## src/rtl/core/usbcep_pkg.sv

```systemverilog
// ----------------------------------------------------------------------------
// usbcep_pkg
// Shared codes and helpers for the endpoint-zero control stage machine.
// ----------------------------------------------------------------------------
`default_nettype none

package usbcep_pkg;

  localparam int CmdW   = 2;
  localparam int StageW = 3;
  localparam int PktW   = 7;
  localparam int CountW = 16;

  localparam logic [CmdW-1:0] CMD_BUS_RESET  = 2'd0;
  localparam logic [CmdW-1:0] CMD_SETUP      = 2'd1;
  localparam logic [CmdW-1:0] CMD_IN_DONE    = 2'd2;
  localparam logic [CmdW-1:0] CMD_OUT_STATUS = 2'd3;

  localparam logic [StageW-1:0] ST_SETUP      = 3'd0;
  localparam logic [StageW-1:0] ST_DATA_IN    = 3'd1;
  localparam logic [StageW-1:0] ST_DATA_IDLE  = 3'd2;
  localparam logic [StageW-1:0] ST_ZERO       = 3'd3;
  localparam logic [StageW-1:0] ST_STATUS_OUT = 3'd4;

  localparam logic [PktW-1:0] MIN_PACKET   = 7'd8;
  localparam logic [PktW-1:0] MAX_PACKET   = 7'd64;
  localparam logic [PktW-1:0] RESET_PACKET = 7'd64;

  localparam logic [7:0] REQ_GET_DESCRIPTOR = 8'd6;
  localparam logic [7:0] DESC_DEVICE        = 8'd1;

  localparam int InDataW  = 48;
  localparam int OutDataW = 32;

  function automatic logic [PktW-1:0] packet_limit(input logic [PktW-1:0] mps);
    logic [PktW-1:0] m;
    m = mps;
    if (m < MIN_PACKET) m = MIN_PACKET;
    if (m > MAX_PACKET) m = MAX_PACKET;
    return m;
  endfunction

endpackage

`default_nettype wire

```

## src/rtl/core/usb_control_endpoint_stage_fsm_unit.sv

```systemverilog
// ----------------------------------------------------------------------------
// usb_control_endpoint_stage_fsm_unit
// Endpoint-zero control transfer stage machine with stream ports.
// ----------------------------------------------------------------------------
// Each event transaction (bus reset, setup, IN complete, OUT status) yields
// exactly one result transaction, registered on acceptance. An event is
// taken every cycle while the result register is empty or being drained;
// the single result register sets the throughput of one event per cycle.
// Only a standard GET_DESCRIPTOR for the device descriptor is served, in
// chunks of min(bytes left, max packet size) with a trailing zero-length
// packet after an exact full final chunk. Write max_packet_size only while
// idle; values below 8 act as 8, above 64 as 64.
`default_nettype none

module usb_control_endpoint_stage_fsm_unit (
  input  wire logic                           clk,
  input  wire logic                           rst,
  input  wire logic                           cfg_wr_en,
  input  wire logic [usbcep_pkg::PktW-1:0]    cfg_wr_data,   // max_packet_size
  input  wire logic                           s_axis_tvalid,
  output logic                                s_axis_tready,
  // [7:0] request_type, [15:8] request_code, [31:16] request_value,
  // [47:32] request_length
  input  wire logic [usbcep_pkg::InDataW-1:0] s_axis_tdata,
  input  wire logic [usbcep_pkg::CmdW-1:0]    s_axis_tuser,  // [1:0] cmd
  output logic                                m_axis_tvalid,
  input  wire logic                           m_axis_tready,
  // [15:0] packet_offset, [22:16] packet_length, [25:23] stage_now,
  // [26] address_cleared, [27] request_handled, [31:28] zero
  output logic [usbcep_pkg::OutDataW-1:0]     m_axis_tdata,
  output logic                                m_axis_tuser   // [0] send_packet
);
  import usbcep_pkg::*;

  logic [PktW-1:0]   max_packet_size;
  logic [StageW-1:0] stage;
  logic [CountW-1:0] bytes_left;
  logic [CountW-1:0] send_offset;

  logic [StageW-1:0] stage_next;
  logic [CountW-1:0] bytes_left_next;
  logic [CountW-1:0] send_offset_next;

  logic [CmdW-1:0]   cmd;
  logic [7:0]        rtype;
  logic [7:0]        rcode;
  logic [15:0]       rvalue;
  logic [15:0]       rlength;
  logic              served;

  logic [PktW-1:0]   limit;
  logic [CountW-1:0] base_left;
  logic [CountW-1:0] base_off;
  logic [PktW-1:0]   chunk;
  logic [CountW-1:0] chunk_left;
  logic [CountW-1:0] chunk_off;
  logic [StageW-1:0] chunk_stage;

  logic              r_send;
  logic [CountW-1:0] r_offset;
  logic [PktW-1:0]   r_length;
  logic              r_clear;
  logic              r_handled;

  logic              accept;

  assign s_axis_tready = !m_axis_tvalid || m_axis_tready;
  assign accept        = s_axis_tvalid && s_axis_tready;

  assign cmd     = s_axis_tuser;
  assign rtype   = s_axis_tdata[7:0];
  assign rcode   = s_axis_tdata[15:8];
  assign rvalue  = s_axis_tdata[31:16];
  assign rlength = s_axis_tdata[47:32];

  assign served = (rtype[6:0] == 7'd0) && (rcode == REQ_GET_DESCRIPTOR) &&
                  (rvalue[15:8] == DESC_DEVICE);

  assign limit     = packet_limit(max_packet_size);
  assign base_left = (cmd == CMD_SETUP) ? rlength : bytes_left;
  assign base_off  = (cmd == CMD_SETUP) ? '0 : send_offset;

  always_comb begin
    if (base_left < {{(CountW-PktW){1'b0}}, limit}) begin
      chunk = base_left[PktW-1:0];
    end else begin
      chunk = limit;
    end
    chunk_left = base_left - {{(CountW-PktW){1'b0}}, chunk};
    chunk_off  = base_off + {{(CountW-PktW){1'b0}}, chunk};
    if (chunk_left != '0) begin
      chunk_stage = ST_DATA_IDLE;
    end else if (chunk == limit) begin
      chunk_stage = ST_ZERO;
    end else begin
      chunk_stage = ST_STATUS_OUT;
    end
  end

  always_comb begin
    stage_next       = stage;
    bytes_left_next  = bytes_left;
    send_offset_next = send_offset;
    r_send           = 1'b0;
    r_offset         = '0;
    r_length         = '0;
    r_clear          = 1'b0;
    r_handled        = 1'b0;
    case (cmd)
      CMD_BUS_RESET: begin
        stage_next       = ST_SETUP;
        bytes_left_next  = '0;
        send_offset_next = '0;
        r_clear          = 1'b1;
      end
      CMD_SETUP: begin
        if (served) begin
          stage_next       = chunk_stage;
          bytes_left_next  = chunk_left;
          send_offset_next = chunk_off;
          r_send           = 1'b1;
          r_offset         = base_off;
          r_length         = chunk;
          r_handled        = 1'b1;
        end else begin
          stage_next       = ST_SETUP;
          bytes_left_next  = '0;
          send_offset_next = '0;
        end
      end
      CMD_IN_DONE: begin
        if (bytes_left != '0) begin
          stage_next       = chunk_stage;
          bytes_left_next  = chunk_left;
          send_offset_next = chunk_off;
          r_send           = 1'b1;
          r_offset         = base_off;
          r_length         = chunk;
        end else if (stage == ST_ZERO) begin
          stage_next = ST_STATUS_OUT;
          r_send     = 1'b1;
          r_offset   = send_offset;
        end
      end
      CMD_OUT_STATUS: begin
        if (stage == ST_STATUS_OUT) begin
          stage_next = ST_SETUP;
        end
      end
      default: begin
        stage_next = stage;
      end
    endcase
  end

  always_ff @(posedge clk) begin
    if (rst) begin
      max_packet_size <= RESET_PACKET;
      stage           <= ST_SETUP;
      bytes_left      <= '0;
      send_offset     <= '0;
      m_axis_tvalid   <= 1'b0;
    end else begin
      if (cfg_wr_en) begin
        max_packet_size <= cfg_wr_data;
      end
      if (accept) begin
        stage         <= stage_next;
        bytes_left    <= bytes_left_next;
        send_offset   <= send_offset_next;
        m_axis_tvalid <= 1'b1;
      end else if (m_axis_tready) begin
        m_axis_tvalid <= 1'b0;
      end
    end
  end

  always_ff @(posedge clk) begin
    if (accept) begin
      m_axis_tuser <= r_send;
      m_axis_tdata <= {4'd0, r_handled, r_clear, stage_next, r_length, r_offset};
    end
  end

endmodule

`default_nettype wire

```

## config.mk

```make
export PLATFORM = sky130hd
export DESIGN_NAME = usb_control_endpoint_stage_fsm_unit
export DESIGN_NICKNAME = d
export VERILOG_FILES = /design/src/rtl/core/usbcep_pkg.sv /design/src/rtl/core/usb_control_endpoint_stage_fsm_unit.sv
export SDC_FILE = /design/constraint.sdc
export NUM_CORES = 1
export LEC_CHECK = 0
export ABC_AREA = 1
export BUFFER_PORTS_ARGS = -buffer_cell sky130_fd_sc_hd__buf_2
export CAP_MARGIN = 20
export CELL_PAD_IN_SITES_DETAIL_PLACEMENT = 1
export CELL_PAD_IN_SITES_GLOBAL_PLACEMENT = 1
export CORE_ASPECT_RATIO = 0.75
export CORE_MARGIN = 4
export CORE_UTILIZATION = 35
export CTS_CLUSTER_DIAMETER = 120
export DETAILED_ROUTE_END_ITERATION = 10
export PLACE_DENSITY_LB_ADDON = 0.1
export SLEW_MARGIN = 20
export SYNTH_ARGS = -nofsm -noshare
export SYNTH_HDL_FRONTEND = slang
export SYNTH_SLANG_ARGS = --single-unit
```

## constraint.sdc

```tcl
create_clock -name clk -period 15 [get_ports clk]
set_input_delay 1.5 -clock clk [delete_from_list [all_inputs] [get_ports clk]]
set_output_delay 1.5 -clock clk [all_outputs]
set_load 0.005 [all_outputs]
```

==> results of run 1 <==
==> layer usage <==
| metal | GRT usage [%] | wire length (um) | vias up |
|---|---|---|---|
| met5 | 0 | 0 | - |
| met4 | 5.25 | 193 | 0 |
| met3 | 4.82 | 674 | 17 |
| met2 | 31.6 | 6940 | 81 |
| met1 | 26.0 | 7720 | 2307 |
| li1 | - | - | 2403 |
==> cell type report <==
cell class | count | area [sq um] | area share (%)
Multi-Input combinational cell | 475 | 2640 | 45.3
Sequential cell | 72 | 1730 | 29.8
Inverter | 122 | 458 | 7.88
Timing Repair Buffer | 88 | 453 | 7.80
Clock buffer | 11 | 233 | 4.01
Tap cell | 175 | 219 | 3.77
Clock inverter | 5 | 81.3 | 1.40
==> where the power goes <==
group | internal (mW) | leakage [nW] | switching (mW)
Combinational | 0.0398 | 1.84 | 0.0824
Clock | 0.146 | 0.150 | 0.0879
Sequential | 0.210 | 0.643 | 0.00375
==> cells by family after synthesis <==
logic type	after synthesis	synth area share (%)
AND/OR/NAND/NOR	314	29.7
AO/OA/AOI/OAI	116	13.4
adder cells (fa/ha/maj)	29	7.66
buffers and inverters	143	12.0
flip-flops	72	35.1
other	1	0.0760
XOR/XNOR	12	2.13
==> sequential cells by signal, indices dropped and copies added (netlist names) <==
signal	cells
bytes_left	16
m_axis_tuser	1
m_axis_tdata	28
stage	3
send_offset	16
max_packet_size	7
m_axis_tvalid	1
==> placed cells by master (no fill, tap or decap), types with 2 or more instances in the layout <==
master / n
o21ai_0: 32
nand2_2: 5
dfxtp_1: 43
o21ai_4: 2
nand2_1: 128
o21bai_1: 2
bufinv_16: 2
inv_2: 6
nor2_2: 4
fa_1: 2
nand2_4: 3
o21ai_2: 4
nor2_1: 77
nand3b_1: 4
a21oi_1: 58
buf_4: 5
edfxtp_1: 29
buf_2: 83
inv_1: 115
nand3_1: 26
ha_1: 26
clkbuf_16: 9
nor4_1: 4
o21ai_1: 4
clkbuf_1: 2
o31ai_1: 2
o22ai_1: 4
nand4_1: 26
nor3_1: 24
conb_1: 4
nor2_4: 3
xor2_1: 11
==> final timing paths <==
check,from,endpoint,slack [ns],cells after the start
worst max-delay path,s_axis_tuser[1],m_axis_tdata[24]$_DFFE_PP_,8.21,36
worst min-delay path,send_offset[4]$_SDFFE_PP0P_,send_offset[4]$_SDFFE_PP0P_,0.47,2
worst max register to register,max_packet_size[4]$_SDFFE_PP0P_,m_axis_tdata[24]$_DFFE_PP_,9.82,35
worst min register to register,send_offset[4]$_SDFFE_PP0P_,send_offset[4]$_SDFFE_PP0P_,0.47,2
==> per-stage QoR <==
step	utilization, %	total power [mW]	hold slack (ns)	worst slack (ns)
4_1_cts	42.3	0.576	0.469	8.23
2_1_floorplan	-	0.302	0.445	9.19
3_3_place_gp	40.0	0.336	0.454	7.96
6_report	42.3	0.570	0.467	8.21
3_5_place_dp	40.0	0.340	0.460	7.87
5_1_grt	42.3	0.600	0.487	7.65
==> worst max-delay path, delay by kind of cell <==
| kind | cells | cell delay (ns) |
|---|---|---|
| AO/OA/AOI/OAI | 3 | 0.36 |
| buffers and inverters | 10 | 1.59 |
| adder cells (fa/ha/maj) | 4 | 0.92 |
| AND/OR/NAND/NOR | 19 | 2.46 |
==> qor.yml, run 1 <==
yosys:
  synth_top_area_share_pct: 17.6
  synth_flop_cell: "dfxtp_1"
  ys_top_cells_by_count: "nand2_1, inv_1, nor2_1"
  synth_top_area_cell: "edfxtp_1"
  yosys-top-cells-area: "edfxtp_1, dfxtp_1, nand2_1"
  syn_avg_cell_area_sq_um: 7.18
  yosysSeqAreaShare_pct: 35.1
  async_reset_ff_share_pct: 0
  yosysWarnings: 0
  synth_enable_flop_cells: 29
  yosysUniqueCellTypes: 52
  synth.most_common_cell: "nand2_1"
  synth.cell_area_sq_um: 4940
  ys_seq_elements: 72
  synthCells: 687
final_layout:
  fin_cells: 948
  stdcell_area_sq_um: 5810
  drive_gt1_share_pct: 17.9
  num-fill-cells: 1752
  diodes: 0
  synthToLayoutAreaGrowth_pct: 17.7
  fin_nets: 859
placed_design:
  gp_congestion: 0.835
  dp.final_hpwl_mm: 11.7
  dp_cells: 932
  postPlaceCellArea_sq_um: 5500
  port-buffer-count: 83
critical_path:
  worst_setup_path_start_kind: "input port"
  slowest_delay_ns: 0.50
  cp.arrival_ns: 6.89
  crit_type: "in2reg"
  cp-end-kind: "flop"
  crit_top_cell: "nand2_1"
  cp_slowest_cell: "buf_4"
  cp_max_fo: 47
  worst_ep_required_time_ns: 15.10
timing:
  fin_skew_ns: 0.00839
  setup_viol: 0
  rsz0062_at_grt: "false"
  final_hold_viol_count: 0
  worst_pin_slew_ns: 0.885
  fmax_ghz: 0.147
  layout_min_cycle_time_ns: 6.79
  relSlewSlack_pct: 40.4
  final_max_slew_viol_count: 0
  finalSetupTns_ns: 0
  post-route-period-util_pct: 45.2
routing:
  vias_per_cell: 5.07
  drc_errors: 0
  vias: 4808
  drt-total-wl_mm: 15.5
  drt_pass1_iterations: 4
  ant_nets: 0
  drt_iter0_markers: 185
  wl_per_cell_um: 16.4
die:
  die_h_um: 111
  core_area_sq_um: 13700
  die_w_um: 145
  io_pins: 97
  rows: 37
  initial_core_util_pct: 35.9
  die_area_sq_um: 16100
clocking:
  worstSkewPairLatency_ns: 0.35
  cts_tree: "yes"
  numCtsBuffers: 9
  post_cts_buffers: 0
  hold_buffers: 0
  clkTransAtPathRegs_ns: 0.06
  cts_sinks: 72
  h-tree-depth: 3
  cts-root-buf: "clkbuf_16"
  cts_max_path_buffers: 2
  cts-resized-gates: 0
hold_path:
  min_path_type: "reg2reg"
grt:
  grt_antenna_before_repair: 0
  grt_remaining_overflow: 0
  grt_pass1_vias: 5060
  grt_first_pass_wirelength_mm: 25.5
  grt_max_degree: 48
  track_usage_pct: 19.5
power_and_ir_drop:
  leakage_nw: 2.63
  p_per_area_nw_per_um2: 98.1
  peakVddDrop_mv: 0.0662
flow_run:
  maxCapViolations: 0
run_status:
  status: "finished clean"
No activity file was read; power rests on OpenSTA's default activity.
==> run 2: changes to the inputs <==
--- a/config.mk
+++ b/config.mk
@@ -5,7 +5,7 @@
 export SDC_FILE = /design/constraint.sdc
 export NUM_CORES = 1
 export LEC_CHECK = 0
-export ABC_AREA = 1
+export ABC_AREA = 0
 export BUFFER_PORTS_ARGS = -buffer_cell sky130_fd_sc_hd__buf_2
 export CAP_MARGIN = 20
 export CELL_PAD_IN_SITES_DETAIL_PLACEMENT = 1
==> constraint.sdc (replaced) <==
create_clock -name clk -period 5.6 [get_ports clk]
set_input_delay 0.56 -clock clk [delete_from_list [all_inputs] [get_ports clk]]
set_output_delay 0.56 -clock clk [all_outputs]
set_load 0.005 [all_outputs]
==> run 2 against run 1 <==
Against the previous run: clock skew shrank 0.0033 ns; global-route usage is 0.64 points higher; final area up 0.39%; highest routed layer unchanged; largest power group unchanged; synthesized cell count shrank 22%.
==> qor.yml, run 2 <==
power_and_ir_drop:
  peakVddDrop_mv: 0.140  # was 0.0662 mV
  p_per_area_nw_per_um2: 264  # was 98.1 nW/um^2
  leakage_nw: 2.44  # was 2.63 nW
routing:
  vias_per_cell: 5.46  # was 5.07
  ant_nets: 0  # unchanged
  wl_per_cell_um: 18.8  # was 16.4 um
  drt_pass1_iterations: 4  # unchanged
  drc_errors: 0  # unchanged
  vias: 4442  # was 4808
  drt_iter0_markers: 281  # was 185
  drt-total-wl_mm: 15.3  # was 15.5 mm
die:
  die_area_sq_um: 15500  # was 16100 sq um
  die_w_um: 142  # was 145 um
  rows: 36  # was 37
  initial_core_util_pct: 36.1  # was 35.9%
  core_area_sq_um: 13100  # was 13700 sq um
  io_pins: 97  # unchanged
  die_h_um: 109  # was 111 um
placed_design:
  post-place-ws_ns: 0.000530  # was 7.87 ns
  port-buffer-count: 83  # unchanged
  dp.final_hpwl_mm: 11.8  # was 11.7 mm
  postPlaceCellArea_sq_um: 5490  # was 5500 sq um
  dp_cells: 798  # was 932
  gp_congestion: 0.889  # was 0.835
final_layout:
  fin_cells: 814  # was 948
  stdcell_area_sq_um: 5830  # was 5810 sq um
  most-common-layout-cells: "buf_2, nor2_1, dfxtp_1"  # was nand2_1, inv_1, buf_2
  layout_commonest_cell: "buf_2"  # was nand2_1
  fin_nets: 729  # was 859
  drive_gt1_share_pct: 23.2  # was 17.9%
  diodes: 0  # unchanged
  synthToLayoutAreaGrowth_pct: 23.2  # was 17.7%
  largest-register: "m_axis_tdata"  # unchanged
  reg_top3: "m_axis_tdata (28), bytes_left (16), send_offset (16)"  # unchanged
  largest_reg_flops: 28  # unchanged
yosys:
  yosys-top-cells-area: "edfxtp_1, dfxtp_1, ha_1"  # was edfxtp_1, dfxtp_1, nand2_1
  synthCells: 538  # was 687
  yosysSeqAreaShare_pct: 36.6  # was 35.1%
  ys_seq_elements: 72  # unchanged
  synth.most_common_cell: "nor2_1"  # was nand2_1
  synth_flop_cell: "dfxtp_1"  # unchanged
  yosysUniqueCellTypes: 68  # was 52
  yosysWarnings: 0  # unchanged
  synth_top_area_share_pct: 18.4  # was 17.6%
  ys_top_cells_by_count: "nor2_1, dfxtp_1, a21oi_1"  # was nand2_1, inv_1, nor2_1
  synth_top_area_cell: "edfxtp_1"  # unchanged
  syn_avg_cell_area_sq_um: 8.80  # was 7.18 sq um
  synth_enable_flop_cells: 29  # unchanged
  async_reset_ff_share_pct: 0  # unchanged
  synth.cell_area_sq_um: 4730  # was 4940 sq um
critical_path:
  crit_type: "in2reg"  # unchanged
  cp-end-kind: "flop"  # unchanged
  r2r-start: "max_packet_size[4]$_SDFFE_PP0P_"  # unchanged
  crit_chain: "buf_2 > inv_1 > ha_4 > buf_12 > nor4_1 > o221ai_1 > nor2_1 > and3_1 > mux2i_1 > ha_1 > inv_1 > fa_1 > a211oi_1 > o21ai_0 > a211oi_1 > xnor2_1 > nor4_2 > buf_4 > nand3_1 > a22o_1"
  reg2reg_depth: 19  # was 35
  path_delay_family: "simple AND/OR/NAND/NOR gates"  # unchanged
  cp.arrival_ns: 5.27  # was 6.89 ns
  worst_setup_path_start_kind: "input port"  # unchanged
  slowest_delay_ns: 0.50  # about the same
  critPathBufInv: 5  # was 10
  ff2ff_setup_slack_ns: 0.77  # was 9.82 ns
  cp_slowest_cell: "nor4_1"  # was buf_4
  r2r_end: "m_axis_tdata[24]$_DFFE_PP_"  # unchanged
  cp_max_fo: 18  # was 47
  worst_ep_required_time_ns: 5.70  # was 15.10 ns
clocking:
  cts_max_path_buffers: 2  # unchanged
  numCtsBuffers: 9  # unchanged
  cts-root-buf: "clkbuf_16"  # unchanged
  clkTransAtPathRegs_ns: 0.06  # about the same
  post_cts_buffers: 0  # unchanged
  cts_sinks: 72  # unchanged
  cts_tree: "yes"  # unchanged
  hold_buffers: 0  # unchanged
  h-tree-depth: 3  # unchanged
  worstSkewPairLatency_ns: 0.35  # about the same
timing:
  setup_viol: 0  # unchanged
  relSlewSlack_pct: 35.0  # was 40.4%
  fin_skew_ns: 0.00510  # was 0.00839 ns
  final_max_slew_viol_count: 0  # unchanged
  post-route-period-util_pct: 92.4
  finalSetupTns_ns: 0  # unchanged
  layout_min_cycle_time_ns: 5.17
  worst_pin_slew_ns: 0.975  # was 0.885 ns
  setup_slack_ns: 0.426  # was 8.21 ns
  fmax_ghz: 0.193
  rsz0062_at_grt: "false"  # unchanged
  final_hold_viol_count: 0  # unchanged
grt:
  grt_antenna_before_repair: 0  # unchanged
  gr-usage-met3_pct: 4.38  # was 4.82%
  grt_pass1_vias: 4607  # was 5060
  grt_first_pass_wirelength_mm: 24.5  # was 25.5 mm
  grt.met2_usage_pct: 30.8  # was 31.6%
  busiest_layer: "met2"  # unchanged
  met1_usage_pct: 28.8  # was 26.0%
  grt_remaining_overflow: 0  # unchanged
  grt_max_degree: 45  # was 48
  track_usage_pct: 20.1  # was 19.5%
hold_path:
  worstHoldPathCells: 3  # was 2
  holdCritStartpoint: "cfg_wr_data[6]"  # was send_offset[4]$_SDFFE_PP0P_
  min_path_type: "in2reg"  # was reg2reg
  worstHoldEndpoint: "max_packet_size[6]$_SDFFE_PP1P_"  # was send_offset[4]$_SDFFE_PP0P_
run_status:
  status: "finished clean"  # unchanged
flow_run:
  maxCapViolations: 0  # unchanged
run 2: worst max-delay path by stage:
| stage | startpoint | end | slack, ns | depth (start not counted) |
|---|---|---|---|---|
| final | s_axis_tuser[1] | m_axis_tdata[24]$_DFFE_PP_ | 0.43 | 20 |
| after global routing | s_axis_tuser[1] | m_axis_tdata[24]$_DFFE_PP_ | 0.04 | 20 |
| after CTS | s_axis_tuser[1] | m_axis_tdata[24]$_DFFE_PP_ | 0.37 | 21 |
| after detailed placement | s_axis_tuser[1] | m_axis_tdata[24]$_DFFE_PP_ | 0.0005 | 21 |
| after global placement | s_axis_tuser[1] | m_axis_tdata[24]$_DFFE_PP_ | 0.16 | 20 |
| after floorplan | s_axis_tuser[1] | m_axis_tdata[24]$_DFFE_PP_ | 0.28 | 21 |
run 2: layout make-up:
type,count,area [sq um]
fill,1553,7270
multi-input combinational,411,2790
sequential,72,1730
timing repair buffer,114,661
clock buffer,11,243
tap,171,214
inverter,30,113
clock inverter,5,81.3
run 2: layer usage:
layer,wire length [um],up-vias
met5,0,-
met4,173,0
met3,995,12
met2,6550,119
met1,7570,2155
li1,-,2156
run 2: cells by family (layout without fill, tap and decap cells):
group	count (synthesis)	after routing	synth area share [%]
xor gates and xnor gates	19	19	3.51
muxes	26	26	5.71
DFF	72	72	36.6
AOI/OAI and AO/OA	133	133	19.1
adders and majority gates	29	29	7.98
and+or+nand+nor	200	200	21.9
other	1	4	0.0792
buffers and inverters	58	160	5.18
run 2: power breakdown:
group,internal (mW),switching [mW]
clock network,0.402,0.231
registers,0.561,0.00950
logic,0.137,0.198
total,1.10,0.439
run 2: worst min-delay path: stages:
cell and delay [ns]:
buf_2 0.08, nand2_1 0.05, o211ai_1 0.06
run 2: stage by stage:
step	power (mW)	util (%)	hold slack, ns
2_1_floorplan	0.787	-	0.452
3_3_place_gp	0.905	41.9	0.491
3_5_place_dp	0.914	41.9	0.491
4_1_cts	1.55	44.4	0.438
5_1_grt	1.61	44.5	0.450
6_report	1.54	44.5	0.449
run 2: timing repair:
action | 4_1_cts | 5_1_grt
hold endpoints to repair | 0 | 0
resized for setup | 0 | 2
endpoints found under the setup margin | 0 | 1
==> run 3: changes to the inputs <==
--- a/config.mk
+++ b/config.mk
@@ -5,7 +5,7 @@
 export SDC_FILE = /design/constraint.sdc
 export NUM_CORES = 1
 export LEC_CHECK = 0
-export ABC_AREA = 0
+export ABC_AREA = 1
 export BUFFER_PORTS_ARGS = -buffer_cell sky130_fd_sc_hd__buf_2
 export CAP_MARGIN = 20
 export CELL_PAD_IN_SITES_DETAIL_PLACEMENT = 1
@@ -15,6 +15,7 @@
 export CORE_UTILIZATION = 35
 export CTS_CLUSTER_DIAMETER = 120
 export DETAILED_ROUTE_END_ITERATION = 10
+export GPL_ROUTABILITY_DRIVEN = 1
 export PLACE_DENSITY_LB_ADDON = 0.1
 export SLEW_MARGIN = 20
 export SYNTH_ARGS = -nofsm -noshare
==> run 3 against run 2 <==
Against the previous run: maximum frequency rose by 3.5%; flip-flop and latch count unchanged; register-to-register slack got worse by 0.09 ns; clock skew is 0.0018 ns higher; clock-buffer cell count down 2; power decreased by 0.65%; via count increased by 7.6%; worst hold slack improved by 0.0075 ns; largest cell class unchanged.
==> qor.yml, run 3 (synthesized netlist as in run 1, its figures left out) <==
clocking:
  cts_sinks: 72  # unchanged
  cts-root-buf: "clkbuf_16"  # unchanged
  cts_max_path_buffers: 2  # unchanged
  post_cts_buffers: 0  # unchanged
  h-tree-depth: 3  # unchanged
  cts_tree: "yes"  # unchanged
  numCtsBuffers: 9  # unchanged
  worstSkewPairLatency_ns: 0.34  # was 0.35 ns
  clkTransAtPathRegs_ns: 0.06  # about the same
power_and_ir_drop:
  leakage_nw: 2.70  # was 2.44 nW
  peakVddDrop_mv: 0.142  # was 0.140 mV
  p_per_area_nw_per_um2: 258  # was 264 nW/um^2
critical_path:
  worst_setup_path_start_kind: "input port"  # unchanged
  crit_type: "in2reg"  # unchanged
  cp_max_fo: 15  # was 18
  cp.arrival_ns: 5.10  # was 5.27 ns
  critPathBufInv: 9  # was 5
  cp-end-kind: "flop"  # unchanged
  r2r-start: "max_packet_size[4]$_SDFFE_PP0P_"  # unchanged
  cp_slowest_cell: "fa_1"  # was nor4_1
  crit_top_cell: "nand2_1"
  startpoint: "s_axis_tuser[1]"  # unchanged
  worst_ep_required_time_ns: 5.70  # about the same
  slowest_delay_ns: 0.40  # was 0.50 ns
  path_delay_family: "simple AND/OR/NAND/NOR gates"  # unchanged
routing:
  ant_nets: 0  # unchanged
  vias: 4781  # was 4442
  drc_errors: 0  # unchanged
  drt_iter0_markers: 226  # was 281
  wl_per_cell_um: 16.1  # was 18.8 um
  vias_per_cell: 4.98  # was 5.46
  drt-total-wl_mm: 15.5  # was 15.3 mm
  drt_pass1_iterations: 4  # unchanged
grt:
  grt_pass1_vias: 5047  # was 4607
  track_usage_pct: 19.3  # was 20.1%
  grt_remaining_overflow: 0  # unchanged
  grt_max_degree: 37  # was 45
  grt_first_pass_wirelength_mm: 25.5  # was 24.5 mm
  grt_antenna_before_repair: 0  # unchanged
placed_design:
  postPlaceCellArea_sq_um: 5590  # was 5490 sq um
  port-buffer-count: 83  # unchanged
  dp.final_hpwl_mm: 12.1  # was 11.8 mm
  post-place-ws_ns: 0.157  # was 0.000530 ns
  gp_congestion: 0.859  # was 0.889
run_status:
  status: "finished clean"  # unchanged
timing:
  relSlewSlack_pct: 49.7  # was 35.0%
  rsz0062_at_grt: "false"  # unchanged
  setup_slack_ns: 0.599  # was 0.426 ns
  final_max_slew_viol_count: 0  # unchanged
  fmax_ghz: 0.200  # was 0.193 GHz
  holdWs_ns: 0.456  # was 0.449 ns
  setup_viol: 0  # unchanged
  worst_pin_slew_ns: 0.754  # was 0.975 ns
  finalSetupTns_ns: 0  # unchanged
  final_hold_viol_count: 0  # unchanged
  layout_min_cycle_time_ns: 5.00  # was 5.17 ns
  fin_skew_ns: 0.00689  # was 0.00510 ns
  post-route-period-util_pct: 89.3  # was 92.4%
final_layout:
  layout_commonest_cell: "nand2_1"  # was buf_2
  stdcell_area_sq_um: 5920  # was 5830 sq um
  num-fill-cells: 1772  # was 1553
  largest-register: "m_axis_tdata"  # unchanged
  largest_reg_flops: 28  # unchanged
  most-common-layout-cells: "nand2_1, inv_1, buf_2"  # was buf_2, nor2_1, dfxtp_1
  drive_gt1_share_pct: 19.5  # was 23.2%
  reg_top3: "m_axis_tdata (28), bytes_left (16), send_offset (16)"  # unchanged
  diodes: 0  # unchanged
  final_core_util_pct: 43.1  # was 44.5%
  fin_nets: 872  # was 729
  synthToLayoutAreaGrowth_pct: 20.0  # was 23.2%
die:
  initial_core_util_pct: 35.9  # was 36.1%
  die_h_um: 111  # was 109 um
  die_w_um: 145  # was 142 um
  rows: 37  # was 36
  io_pins: 97  # unchanged
  core_area_sq_um: 13700  # was 13100 sq um
  die_area_sq_um: 16100  # was 15500 sq um
hold_path:
  holdCritStartpoint: "cfg_wr_data[3]"  # was cfg_wr_data[6]
  min_path_type: "in2reg"  # unchanged
flow_run:
  maxCapViolations: 0  # unchanged
[run 3: path summary, 6_finish.rpt]
| kind | depth (start not counted) | end | slack (ns) |
|---|---|---|---|
| worst max-delay path | 35 | m_axis_tdata[24]$_DFFE_PP_ | 0.60 |
| worst min-delay path | 3 | max_packet_size[3]$_SDFFE_PP0P_ | 0.46 |
| worst max register to register | 34 | m_axis_tdata[24]$_DFFE_PP_ | 0.68 |
| worst min register to register | 2 | bytes_left[1]$_SDFFE_PP0P_ | 0.47 |
[run 3: through the flow]
step	power, mW	instances
floorplan	0.808	690
global placement	0.910	945
detailed placement	0.920	945
CTS	1.55	961
global route	1.62	961
finish	1.53	961
[run 3: power by group]
| part | internal, mW | switching (mW) | leakage (nW) |
|---|---|---|---|
| combinational | 0.116 | 0.222 | 1.91 |
| clock | 0.390 | 0.228 | 0.156 |
| sequential | 0.564 | 0.00986 | 0.643 |
| total | 1.07 | 0.460 | 2.70 |
[run 3: final cells by class]
type | instances | area, sq um | area share (%)
sequential | 72 | 1730 | 29.2
multi-input combinational | 475 | 2650 | 44.6
clock inverter | 7 | 95.1 | 1.61
inverter | 122 | 458 | 7.73
timing repair buffer | 101 | 551 | 9.29
clock buffer | 9 | 225 | 3.80
tap | 175 | 219 | 3.70
[run 3: repair_timing]
item,CTS,global route
endpoints found under the setup margin,0,1
hold endpoints to repair,0,0
hold buffers,0,0
resized for setup,0,2
[run 3: worst reg2reg max path, delay by kind of cell (launching register included)]
family | cells | cell delay [ns]
adder cells (fa/ha/maj) | 3 | 0.87
AO/OA/AOI/OAI | 3 | 0.50
buffers and inverters | 6 | 0.43
flip-flops | 1 | 0.33
AND/OR/NAND/NOR | 22 | 2.57
[run 3: routing by layer]
layer,routed length (um),share of wire [%],track usage [%]
met5,0,0,0
met2,6990,45,31.2
met4,181,1.2,4.62
met3,659,4.2,3.64
met1,7680,50,26.6
